--- src/tpa_pkg.sv ---
`timescale 1ns / 1ps
// shared types and constants for triangle primitive assembly
package tpa_pkg;

   localparam int INDEX_BITS = 16;
   localparam int QUEUE_DEPTH = 4;
   localparam int QUEUE_PTR_BITS = $clog2(QUEUE_DEPTH);
   localparam int QUEUE_CNT_BITS = $clog2(QUEUE_DEPTH + 1);

   localparam logic OP_BEGIN = 1'b0;
   localparam logic OP_VERTEX = 1'b1;

   typedef logic [INDEX_BITS-1:0] index_type;

   typedef enum logic [1:0] {
      MODE_LIST  = 2'd0,
      MODE_STRIP = 2'd1,
      MODE_FAN   = 2'd2,
      MODE_NONE  = 2'd3
   } mode_type;

   typedef enum logic {
      CMD_BEGIN  = 1'b0,
      CMD_VERTEX = 1'b1
   } cmd_kind_type;

   // classified item handed from front to back
   typedef struct packed {
      cmd_kind_type kind;
      mode_type     mode;
      index_type    index;
   } cmd_type;

   typedef struct packed {
      logic                      empty;
      logic                      full;
      logic [QUEUE_CNT_BITS-1:0] count;
   } queue_stat_type;

endpackage

--- src/tpa_req_if.sv ---
`timescale 1ns / 1ps
// input channel: contour begin or vertex index
interface tpa_req_if;
   import tpa_pkg::*;

   logic      valid;
   logic      ready;
   logic      op;
   logic [1:0] prim_type;
   index_type vertex_index;

   modport source (output valid, output op, output prim_type, output vertex_index,
                   input ready);
   modport sink (input valid, input op, input prim_type, input vertex_index,
                 output ready);
endinterface

--- src/tpa_rsp_if.sv ---
`timescale 1ns / 1ps
// result channel: three corner indices of one triangle
interface tpa_rsp_if;
   import tpa_pkg::*;

   logic      valid;
   logic      ready;
   index_type corner_a;
   index_type corner_b;
   index_type corner_c;

   modport source (output valid, output corner_a, output corner_b, output corner_c,
                   input ready);
   modport sink (input valid, input corner_a, input corner_b, input corner_c,
                 output ready);
endinterface

--- src/tpa_front.sv ---
`timescale 1ns / 1ps
// front end: accepts items, tracks contour type, drops items that cannot emit
module tpa_front (
   input  logic                    clock,
   input  logic                    reset,
   tpa_req_if.sink                 req,
   input  tpa_pkg::queue_stat_type q_stat,
   output logic                    push,
   output tpa_pkg::cmd_type        push_cmd
);
   import tpa_pkg::*;

   mode_type mode_ff;
   mode_type mode_in;
   mode_type begin_mode;
   logic     accept;
   logic     keep;

   assign req.ready = !q_stat.full;
   assign accept = req.valid && req.ready;
   assign begin_mode = mode_type'(req.prim_type);

   always_comb begin
      mode_in = mode_ff;
      keep = 1'b0;
      if (req.op == OP_BEGIN) begin
         mode_in = begin_mode;
         // an unsupported begin leaves nothing for the back end to do
         keep = (begin_mode != MODE_NONE);
      end else begin
         keep = (mode_ff != MODE_NONE);
      end
   end

   assign push = accept && keep;

   always_comb begin
      push_cmd.kind = (req.op == OP_BEGIN) ? CMD_BEGIN : CMD_VERTEX;
      push_cmd.mode = (req.op == OP_BEGIN) ? begin_mode : mode_ff;
      push_cmd.index = req.vertex_index;
   end

   always_ff @(posedge clock) begin
      if (reset) begin
         mode_ff <= MODE_NONE;
      end else if (accept) begin
         mode_ff <= mode_in;
      end
   end

endmodule

--- src/tpa_cmd_queue.sv ---
`timescale 1ns / 1ps
// short command queue between front and back ends
module tpa_cmd_queue (
   input  logic                     clock,
   input  logic                     reset,
   input  logic                     push,
   input  tpa_pkg::cmd_type         push_cmd,
   input  logic                     pop,
   output tpa_pkg::cmd_type         head_cmd,
   output tpa_pkg::queue_stat_type  q_stat
);
   import tpa_pkg::*;

   cmd_type                   entry_ff [QUEUE_DEPTH];
   logic [QUEUE_PTR_BITS-1:0] wr_ptr_ff;
   logic [QUEUE_PTR_BITS-1:0] wr_ptr_in;
   logic [QUEUE_PTR_BITS-1:0] rd_ptr_ff;
   logic [QUEUE_PTR_BITS-1:0] rd_ptr_in;
   logic [QUEUE_CNT_BITS-1:0] count_ff;
   logic [QUEUE_CNT_BITS-1:0] count_in;

   localparam logic [QUEUE_CNT_BITS-1:0] CountFull = QUEUE_CNT_BITS'(QUEUE_DEPTH);
   localparam logic [QUEUE_PTR_BITS-1:0] PtrLast = QUEUE_PTR_BITS'(QUEUE_DEPTH - 1);

   always_comb begin
      q_stat.count = count_ff;
      q_stat.empty = (count_ff == '0);
      q_stat.full = (count_ff == CountFull);
   end

   assign head_cmd = entry_ff[rd_ptr_ff];

   always_comb begin
      wr_ptr_in = wr_ptr_ff;
      rd_ptr_in = rd_ptr_ff;
      count_in = count_ff;
      if (push) begin
         wr_ptr_in = (wr_ptr_ff == PtrLast) ? '0 : wr_ptr_ff + 1'b1;
      end
      if (pop) begin
         rd_ptr_in = (rd_ptr_ff == PtrLast) ? '0 : rd_ptr_ff + 1'b1;
      end
      if (push && !pop) begin
         count_in = count_ff + 1'b1;
      end else if (pop && !push) begin
         count_in = count_ff - 1'b1;
      end
   end

   always_ff @(posedge clock) begin
      if (reset) begin
         wr_ptr_ff <= '0;
         rd_ptr_ff <= '0;
         count_ff <= '0;
      end else begin
         wr_ptr_ff <= wr_ptr_in;
         rd_ptr_ff <= rd_ptr_in;
         count_ff <= count_in;
      end
   end

   always_ff @(posedge clock) begin
      if (push) begin
         entry_ff[wr_ptr_ff] <= push_cmd;
      end
   end

endmodule

--- src/tpa_back.sv ---
`timescale 1ns / 1ps
// back end: held indices, strip parity, triangle emission and output register
module tpa_back (
   input  logic                    clock,
   input  logic                    reset,
   input  tpa_pkg::cmd_type        head_cmd,
   input  tpa_pkg::queue_stat_type q_stat,
   output logic                    pop,
   tpa_rsp_if.source               rsp
);
   import tpa_pkg::*;

   index_type first_ff, first_in;
   index_type second_ff, second_in;
   logic      first_valid_ff, first_valid_in;
   logic      second_valid_ff, second_valid_in;
   logic      parity_ff, parity_in;
   logic      rsp_valid_ff, rsp_valid_in;
   index_type corner_a_ff, corner_a_in;
   index_type corner_b_ff, corner_b_in;
   index_type corner_c_ff, corner_c_in;
   logic      emit;

   // take the next command whenever the output register can accept a result
   assign pop = !q_stat.empty && (!rsp_valid_ff || rsp.ready);

   always_comb begin
      first_in = first_ff;
      second_in = second_ff;
      first_valid_in = first_valid_ff;
      second_valid_in = second_valid_ff;
      parity_in = parity_ff;
      emit = 1'b0;
      corner_a_in = first_ff;
      corner_b_in = head_cmd.index;
      corner_c_in = second_ff;
      if (head_cmd.kind == CMD_BEGIN) begin
         first_in = '0;
         second_in = '0;
         first_valid_in = 1'b0;
         second_valid_in = 1'b0;
         parity_in = 1'b0;
      end else if (!first_valid_ff) begin
         first_in = head_cmd.index;
         first_valid_in = 1'b1;
      end else if (!second_valid_ff) begin
         second_in = head_cmd.index;
         second_valid_in = 1'b1;
      end else begin
         emit = 1'b1;
         unique case (head_cmd.mode)
            MODE_LIST: begin
               first_in = '0;
               second_in = '0;
               first_valid_in = 1'b0;
               second_valid_in = 1'b0;
            end
            MODE_STRIP: begin
               if (parity_ff) begin
                  corner_b_in = second_ff;
                  corner_c_in = head_cmd.index;
               end
               first_in = second_ff;
               second_in = head_cmd.index;
               parity_in = !parity_ff;
            end
            MODE_FAN: begin
               second_in = head_cmd.index;
            end
            default: begin
               // no contour: the front end never passes such a vertex
               emit = 1'b0;
            end
         endcase
      end
   end

   assign rsp_valid_in = (pop && emit) || (rsp_valid_ff && !rsp.ready);

   always_ff @(posedge clock) begin
      if (reset) begin
         first_ff <= '0;
         second_ff <= '0;
         first_valid_ff <= 1'b0;
         second_valid_ff <= 1'b0;
         parity_ff <= 1'b0;
         rsp_valid_ff <= 1'b0;
      end else begin
         if (pop) begin
            first_ff <= first_in;
            second_ff <= second_in;
            first_valid_ff <= first_valid_in;
            second_valid_ff <= second_valid_in;
            parity_ff <= parity_in;
         end
         rsp_valid_ff <= rsp_valid_in;
      end
   end

   always_ff @(posedge clock) begin
      if (pop && emit) begin
         corner_a_ff <= corner_a_in;
         corner_b_ff <= corner_b_in;
         corner_c_ff <= corner_c_in;
      end
   end

   assign rsp.valid = rsp_valid_ff;
   assign rsp.corner_a = corner_a_ff;
   assign rsp.corner_b = corner_b_ff;
   assign rsp.corner_c = corner_c_ff;

endmodule

--- src/triangle_primitive_assembly.sv ---
`timescale 1ns / 1ps
// triangle primitive assembly top level: front end, command queue, back end
//
//  channel    dir  handshake    payload
//  req_chan   in   valid/ready  op, prim_type, vertex_index
//  rsp_chan   out  valid/ready  corner_a, corner_b, corner_c
//
// one item per clock sustained while rsp_chan keeps accepting; after its vertex transfer a triangle
// passes through a queue entry, then the output register
// synchronous reset clears contour type to none, held flags, parity, queue and output valid
// req_chan.ready drops only when the four-entry command queue is full
// the back end stalls only while a finished triangle waits in the output register
module triangle_primitive_assembly (
   input  logic     clock,
   input  logic     reset,
   tpa_req_if.sink  req_chan,
   tpa_rsp_if.source rsp_chan
);
   import tpa_pkg::*;

   // front to queue
   logic           push;
   cmd_type        push_cmd;
   // queue to back
   logic           pop;
   cmd_type        head_cmd;
   queue_stat_type q_stat;

   // classify items and track the current contour type
   tpa_front u_front (
      .clock    (clock),
      .reset    (reset),
      .req      (req_chan),
      .q_stat   (q_stat),
      .push     (push),
      .push_cmd (push_cmd)
   );

   // decouples input acceptance from result stalls
   tpa_cmd_queue u_queue (
      .clock    (clock),
      .reset    (reset),
      .push     (push),
      .push_cmd (push_cmd),
      .pop      (pop),
      .head_cmd (head_cmd),
      .q_stat   (q_stat)
   );

   // held indices, strip parity and triangle emission
   tpa_back u_back (
      .clock    (clock),
      .reset    (reset),
      .head_cmd (head_cmd),
      .q_stat   (q_stat),
      .pop      (pop),
      .rsp      (rsp_chan)
   );

   // input is held off exactly when the queue is full
   a_ready_tracks_full: assert property (@(posedge clock) disable iff (reset)
      req_chan.ready == !q_stat.full)
      else $error("input ready does not follow queue occupancy");

   // queue never pops when empty
   a_no_pop_empty: assert property (@(posedge clock) disable iff (reset)
      pop |-> !q_stat.empty)
      else $error("pop from empty command queue");

   // occupancy grows by one on a lone push
   a_count_push: assert property (@(posedge clock) disable iff (reset)
      push && !pop |=> q_stat.count == $past(q_stat.count) + 1'b1)
      else $error("command queue count lost a push");

   // a waiting triangle blocks the back end
   a_stall_no_pop: assert property (@(posedge clock) disable iff (reset)
      rsp_chan.valid && !rsp_chan.ready |-> !pop)
      else $error("command consumed while result stalled");

endmodule

--- src/flat_wrapper.sv ---
// flat-port wrapper written by rule: the top's interface ports become plain ports
module triangle_primitive_assembly_flat import tpa_pkg::*;
  (clock, reset, req_chan_valid, req_chan_op, req_chan_prim_type, req_chan_vertex_index, req_chan_ready, rsp_chan_valid, rsp_chan_corner_a, rsp_chan_corner_b, rsp_chan_corner_c, rsp_chan_ready);
  tpa_req_if req_chan_i ();
  tpa_rsp_if rsp_chan_i ();
  input  logic clock;
  input  logic reset;
  input wire logic [$bits(req_chan_i.valid)-1:0] req_chan_valid;
  input wire logic [$bits(req_chan_i.op)-1:0] req_chan_op;
  input wire logic [$bits(req_chan_i.prim_type)-1:0] req_chan_prim_type;
  input wire logic [$bits(req_chan_i.vertex_index)-1:0] req_chan_vertex_index;
  output wire logic [$bits(req_chan_i.ready)-1:0] req_chan_ready;
  output wire logic [$bits(rsp_chan_i.valid)-1:0] rsp_chan_valid;
  output wire logic [$bits(rsp_chan_i.corner_a)-1:0] rsp_chan_corner_a;
  output wire logic [$bits(rsp_chan_i.corner_b)-1:0] rsp_chan_corner_b;
  output wire logic [$bits(rsp_chan_i.corner_c)-1:0] rsp_chan_corner_c;
  input wire logic [$bits(rsp_chan_i.ready)-1:0] rsp_chan_ready;
  assign req_chan_i.valid = req_chan_valid;
  assign req_chan_i.op = req_chan_op;
  assign req_chan_i.prim_type = req_chan_prim_type;
  assign req_chan_i.vertex_index = req_chan_vertex_index;
  assign req_chan_ready = req_chan_i.ready;
  assign rsp_chan_valid = rsp_chan_i.valid;
  assign rsp_chan_corner_a = rsp_chan_i.corner_a;
  assign rsp_chan_corner_b = rsp_chan_i.corner_b;
  assign rsp_chan_corner_c = rsp_chan_i.corner_c;
  assign rsp_chan_i.ready = rsp_chan_ready;
  triangle_primitive_assembly u_core (.clock(clock), .reset(reset), .req_chan(req_chan_i), .rsp_chan(rsp_chan_i));
endmodule
--- config.mk ---
export PLATFORM = sky130hd
export DESIGN_NAME = triangle_primitive_assembly_flat
export DESIGN_NICKNAME = d
export VERILOG_FILES = /design/src/tpa_pkg.sv /design/src/tpa_req_if.sv /design/src/tpa_rsp_if.sv /design/src/tpa_front.sv /design/src/tpa_cmd_queue.sv /design/src/tpa_back.sv /design/src/triangle_primitive_assembly.sv /design/src/flat_wrapper.sv
export SDC_FILE = /design/constraint.sdc
export NUM_CORES = 1
export LEC_CHECK = 0
export ABC_AREA = 1
export BUFFER_PORTS_ARGS = -buffer_cell sky130_fd_sc_hd__buf_2
export CAP_MARGIN = 0
export CORE_AREA = 3 3 111 139
export DETAILED_ROUTE_END_ITERATION = 16
export DIE_AREA = 0 0 114 142
export PLACE_DENSITY_LB_ADDON = 0.08
export SLEW_MARGIN = 25
export SYNTH_ARGS = -nofsm -noshare
export SYNTH_HDL_FRONTEND = slang
export SYNTH_SLANG_ARGS = --single-unit
--- constraint.sdc ---
create_clock -name clock -period 2.75 [get_ports clock]
set_input_delay 0.1375 -clock clock [delete_from_list [all_inputs] [get_ports clock]]
set_output_delay 0.1375 -clock clock [all_outputs]
set_load 0.005 [all_outputs]
# After elaboration in Yosys (flattened, before gate mapping)
# Memory sizes are Yosys's and may differ from the RTL's. A register that Yosys moved wholly into a read port is not among the register bits.
# Cells that the tools add are included.
[op_classes]
addsub = 4
n_eq_ne = 13
mux = 43
n_reduce_logical = 25
[op_table]
columns = ["cell", "count"]
rows = [
  ["16-bit 2-to-1 mux", 16],
  ["16-bit one-hot mux with 2 select lines", 2],
  ["1-bit 2-to-1 mux", 18],
  ["2-bit 2-to-1 mux", 5],
  ["1-bit logical AND", 7],
  ["1-bit zero test", 7],
  ["2-bit equality test, second input constant", 3],
  ["3-bit 2-to-1 mux", 2],
  ["2-bit by 1-bit != test with 1-bit output, second input constant", 3],
  ["3-bit AND reduction", 2],
  ["2-bit by 1-bit adder with 2-bit output, second input constant", 2],
  ["2-bit != test, second input constant", 2],
  ["4-bit by 2-bit != test with 1-bit output, second input constant", 1],
  ["4-bit by 3-bit != test with 1-bit output, second input constant", 1],
  ["4-bit AND reduction", 1],
  ["3-bit by 1-bit adder with 3-bit output, second input constant", 1],
  ["3-bit equality test, second input constant", 1],
  ["3-bit zero test", 1],
  ["3-bit by 2-bit != test with 1-bit output, second input constant", 1],
  ["3-bit OR reduction", 1],
  ["3-bit by 1-bit subtractor with 3-bit output, second input constant", 1],
  ["2-bit by 1-bit equality test with 1-bit output, second input constant", 1],
  ["2-bit zero test", 1],
  ["1-bit logical OR", 2],
  ["other kinds (3)", 3],
]
[totals]
reg_bits = 93
mem_bits_rw = 76
in_bits = 23
mem_count = 1
[mem_list]
columns = ["memory", "words", "word_bits", "read_ports", "rd_ports_with_merged_regs", "write_ports", "line", "source"]
rows = [
  ["u_core.u_queue.entry_ff", 4, 19, 1, 1, 1, "tpa_cmd_queue.sv:14", "cmd_type entry_ff [QUEUE_DEPTH];"],
]

# Longest topological paths before layout
[logic_depth]
word_depth = 8
depth_mapped = 15
ltp_nobuf = 11

# Hierarchy
# From an unflattened synthesis, not the netlist that was laid out.
[hier_totals]
hier_cells = 711
hier_area_um2 = 7304.5
[by_module_without_submodules]
columns = ["module", "instances", "cells_per_inst", "area_each_um2"]
rows = [
  ["tpa_back", 1, 432, 3747.3],
  ["tpa_cmd_queue", 1, 243, 3310.7],
  ["tpa_front", 1, 36, 246.5],
]

# Worst setup path after synthesis
# Ideal clock, no wire load.
[synth_timing]
path_kind = "register -> register"
start = "register (tool-made name)"
end = "register u_core.u_back.corner_a_ff[0] (netlist: u_core.u_back.rsp.corner_a[0]), enable pin"
setup_time_ns = 0.403
arrival_ns = 2.326
path_slack_ns = 0.021
path_stages_with_launch = 9
path_buffers = 2
period_less_slack_ns = 2.729
path_cell_list = "dfxtp_1 > buf_4 > inv_1 > clkbuf_1 > a32oi_1 > ha_1 > nor2_1 > nand3_1 > inv_1"
[synth_rtl]
columns = ["element", "line", "source"]
rows = [
  ["to (signal assigned)", "tpa_back.sv:102", "corner_a_ff <= corner_a_in;"],
  ["to (decl)", "tpa_back.sv:19", "index_type corner_a_ff, corner_a_in;"],
]

==> summary.md <==
| Metric | Value |
|---|---|
| 1st-pass router iterations | 5 |
| I/O pins | 73 |
| Hold Path End | u_core.u_front.mode_ff[0] |
| Final design utilization | 0.613 |
| Gr usage total | 0.199 |
| Maximum number of pins on one net before global-route repair | 49 |
| CP top delay family | buffers and inverters |
| Area share of fa/ha/maj cells after synthesis | 0.0178 |
| Global-route track usage on met2 | 0.353 |
| # rows | 49 |
| Multi-input gate area | 0.00215 mm^2 |
| Main combinational cell family by area after synthesis | simple AND/OR/NAND/NOR gates |
| Final worst-path cycle share | 0.906 |
| Post-synth EDFFs | 124 |
| RSZ-0062 raised after global routing | no |
| Post_cts resized | 0 |
| WHS Path Cells | 4 |
| Critical R2R Capture | u_core.u_back.rsp.corner_b[0] |
| Post-route ant nets | 0 |
| Worst Path Max Fanout | 32 |
| Initial antenna violation count | 0 |
| Cell variety after synth | 32 |
| Max Cap Viol | 0 |
| Slew Viols, Final | 0 |
| H-tree Lvls | 4 |
| Fmax | 0.401 GHz |
| Power per Cell Area | 1040 mW/mm^2 |
| Fin nets | 911 |
| P_int | 5720 uW |
| Post-synthesis sequential area ratio | 0.625 |
| CP Capture Type | flop |
| Avg Inst Size Synth | 9.49 um^2 |
| Arr. time, crit path | 2650 ps |
| Cell chain of the critical path | inv_2 -> nand2_1 -> a32oi_1 -> ha_1 -> nand2_1 -> nor3_4 -> buf_4 -> o21ai_0 |
| IO Port Bufs | 72 |
| Detailed placement HPWL | 10.2 mm |
| Met3 Resource Use GR | 0.0472 |
| Fillers | 1203 |
| Maximum clock insertion buffer count | 2 |
| Flop pwr share | 0.371 |
| Die H | 142 um |
| 1st-iter DRT viols | 277 |
| Vias/cell | 4.99 |
| Hold Fails Final Rpt | 0 |
| Pleak | 0.00384 uW |
| Hold Crit Class | primary input to flop |
| Die Width | 114 um |
| Pre-CTS WS | 270 ps |
| Number of synthesized register bits | 171 |
| # DRC | 0 |
| Final wirelength | 15.3 mm |
| CTS Buf Count | 17 |
| Post-route cell area | 0.00880 mm^2 |
| Final setup violation count | 0 |
| GR Overflow Total | 0 |
| Req. time, crit path | 2900 ps |
| Die area | 0.0162 mm^2 |
| CORE AREA | 0.0143 mm^2 |
| Met1 Use GR | 0.227 |
| Worst R2R Path Depth | 8 |
| Busiest grt layer | met2 |
| DR WL/cell | 14.3 um |
| Max-slew headroom | 0.456 |
| Clock Pin Slew Worst Setup and Hold Paths | 60 ps |
| Register Area | 0.00466 mm^2 |
| Sink Count | 171 |
| Root Buffer | clkbuf_16 |
| Area Growth Syn to Fin | 18.0% |
| Vias in the first global route | 5126 |
| Simple-Gate Fraction of Synth Area | 0.203 |
| Initial Utilization | 0.520 |
| Post-Synthesis Cells | 786 |
| Worst Path Buf+Inv | 2 |
| Worst clock skew | 5.84 ps |
| Worst Setup Slack, final | 257 ps |
| Post-synthesis compound-gate area fraction | 0.0661 |
| Vias | 5337 |
| Ys flop type | edfxtp_1 |
| Clk network pwr share | 0.268 |
| P_sw | 3470 uW |
| CP max stage cell | dfxtp_1 |
| Hold_ws | 97.3 ps |
| HP Start | req_chan_valid |
| CTS tree | built |
| Kind of critical path | flop to flop |
| Share of cells above drive strength 1 | 0.167 |
| Worst slew pin tran | 815 ps |
| Synth Net Count | 819 |
| Ys async rst share | 0 |
| GPL Wtd Cong | 0.884 |
| Fin crit period | 2490 ps |
| Skew-Pair Late Insertion Delay | 430 ps |
| Post-synthesis mux area share | 0 |
| First-pass GRT wire length | 24.9 mm |
| Post-synthesis xor/xnor area fraction | 0.00117 |
| Logic pwr share | 0.361 |
| Syn. warnings | 0 |
| CP max stage delay | 400 ps |
| TNS Setup | 0 ps |
| Crit path launch type | flop |
| Placed inst area | 0.00800 mm^2 |
| Reg2Reg Setup Slack | 260 ps |
| Synthesized cell area | 0.00746 mm^2 |
| Diode count | 0 |
| VDD IR-drop max | 0.582 mV |
| Switching Share | 0.377 |
| Cell with the most instances on the worst path | nand2_1 |
| Outcome | complete, no violations |
worst reg2reg max path, stage by stage, from the launching register on:
cell and delay, ps:
dfxtp_1 400, inv_2 210, nand2_1 80, a32oi_1 300, ha_1 330, nand2_1 130
nor3_4 250, buf_4 340, o21ai_0 190
cell usage after synthesis, types with 2 or more instances:
cell      count  area share
nor3_1       14      0.0094
a32oi_1       2      0.0023
dfxtp_1      47        0.13
nor2_1       97       0.049
ha_1          9       0.015
buf_6         3      0.0045
nand4_1       2      0.0017
buf_1         6      0.0030
o211ai_1      2      0.0020
clkbuf_1     11      0.0055
nand3_2       2      0.0027
o21ai_2      15       0.018
buf_4         6      0.0060
buf_2        10      0.0067
edfxtp_1    124        0.50
nand3_1      65       0.044
o21ai_0      27       0.018
o21ai_1       3      0.0020
inv_1       115       0.058
inv_2         5      0.0025
nand2_1     181       0.091
a21oi_1      30       0.020
state kept, by name, indices dropped and copies added (netlist names), 2 cells and up, named ones only:
register / flops
u_core.u_back.corner_a_in: 16
u_core.u_back.rsp.corner_b: 16
u_core.u_queue.count_ff: 3
u_core.u_queue.entry_ff: 76
u_core.u_back.second_ff: 16
u_core.u_queue.rd_ptr_ff: 2
u_core.u_queue.wr_ptr_ff: 2
u_core.u_back.rsp.corner_a: 16
u_core.u_back.rsp.corner_c: 16
u_core.u_front.mode_ff: 2
layout by cell type, fill, tap and decap left out, types with 9 or more instances in the layout:
cell,count
clkbuf_16,17
edfxtp_1,124
dlygate4sd3_1,19
nand3_1,65
nor2_1,97
o21ai_0,27
buf_4,18
dfxtp_1,47
a21oi_1,30
buf_2,72
nor3_1,14
ha_1,9
nand2_1,181
o21ai_2,15
inv_1,114
power by group through the flow:
stage | Sequential (uW) | Combinational, uW | Clock, uW
floorplan | 3400 | 2480 | 0
global placement | 3450 | 3180 | 0
detailed placement | 3470 | 3280 | 0
CTS | 3410 | 3320 | 2510
global route | 3450 | 3810 | 2630
finish | 3410 | 3310 | 2470
per-stage QoR:
step | total power, uW | cells
final | 9190 | 1069
after global routing | 9890 | 1069
after CTS | 9240 | 1069
after detailed placement | 6750 | 1018
after global placement | 6630 | 1018
after floorplan | 5880 | 786
metal layers:
metal / part of all wire / up-vias
met5: 0 / -
met4: 0.028 / 0
met3: 0.048 / 27
met2: 0.52 / 142
met1: 0.41 / 2453
li1: - / 2715
worst max-delay path by stage:
stage                                    endpoint  slack, ps  cells past startpoint
floorplan           u_core.u_back.rsp.corner_a[0]         20                      8
global placement    u_core.u_back.rsp.corner_c[1]        400                      9
detailed placement  u_core.u_back.rsp.corner_c[6]        270                      9
CTS                 u_core.u_back.rsp.corner_c[1]        260                      9
global route         u_core.u_back.corner_a_in[2]         50                     12
finish              u_core.u_back.rsp.corner_b[0]        260                      8
area by class of cell:
cell class	instances	share of cell area
repair buffers	110	0.0802
flip-flops and latches	171	0.530
multi-input cells	458	0.244
clock inverters	15	0.0210
inverters	120	0.0512
well taps	178	0.0253
clock buffers	17	0.0483
kinds of logic (layout without fill, tap and decap cells):
| kind of cell | after synthesis | count (layout) |
|---|---|---|
| adder cells (fa/ha/maj) | 10 | 10 |
| AO/OA/AOI/OAI | 82 | 82 |
| flip-flops | 171 | 171 |
| AND/OR/NAND/NOR | 365 | 365 |
| buffers and inverters | 157 | 262 |
| XOR/XNOR | 1 | 1 |
timing repair:
item                      in CTS  in global routing
hold buffers                  19                  0
buffers inserted               0                  0
hold endpoints to repair      70                  0
Note: power is estimated with default switching activity, not from simulation.
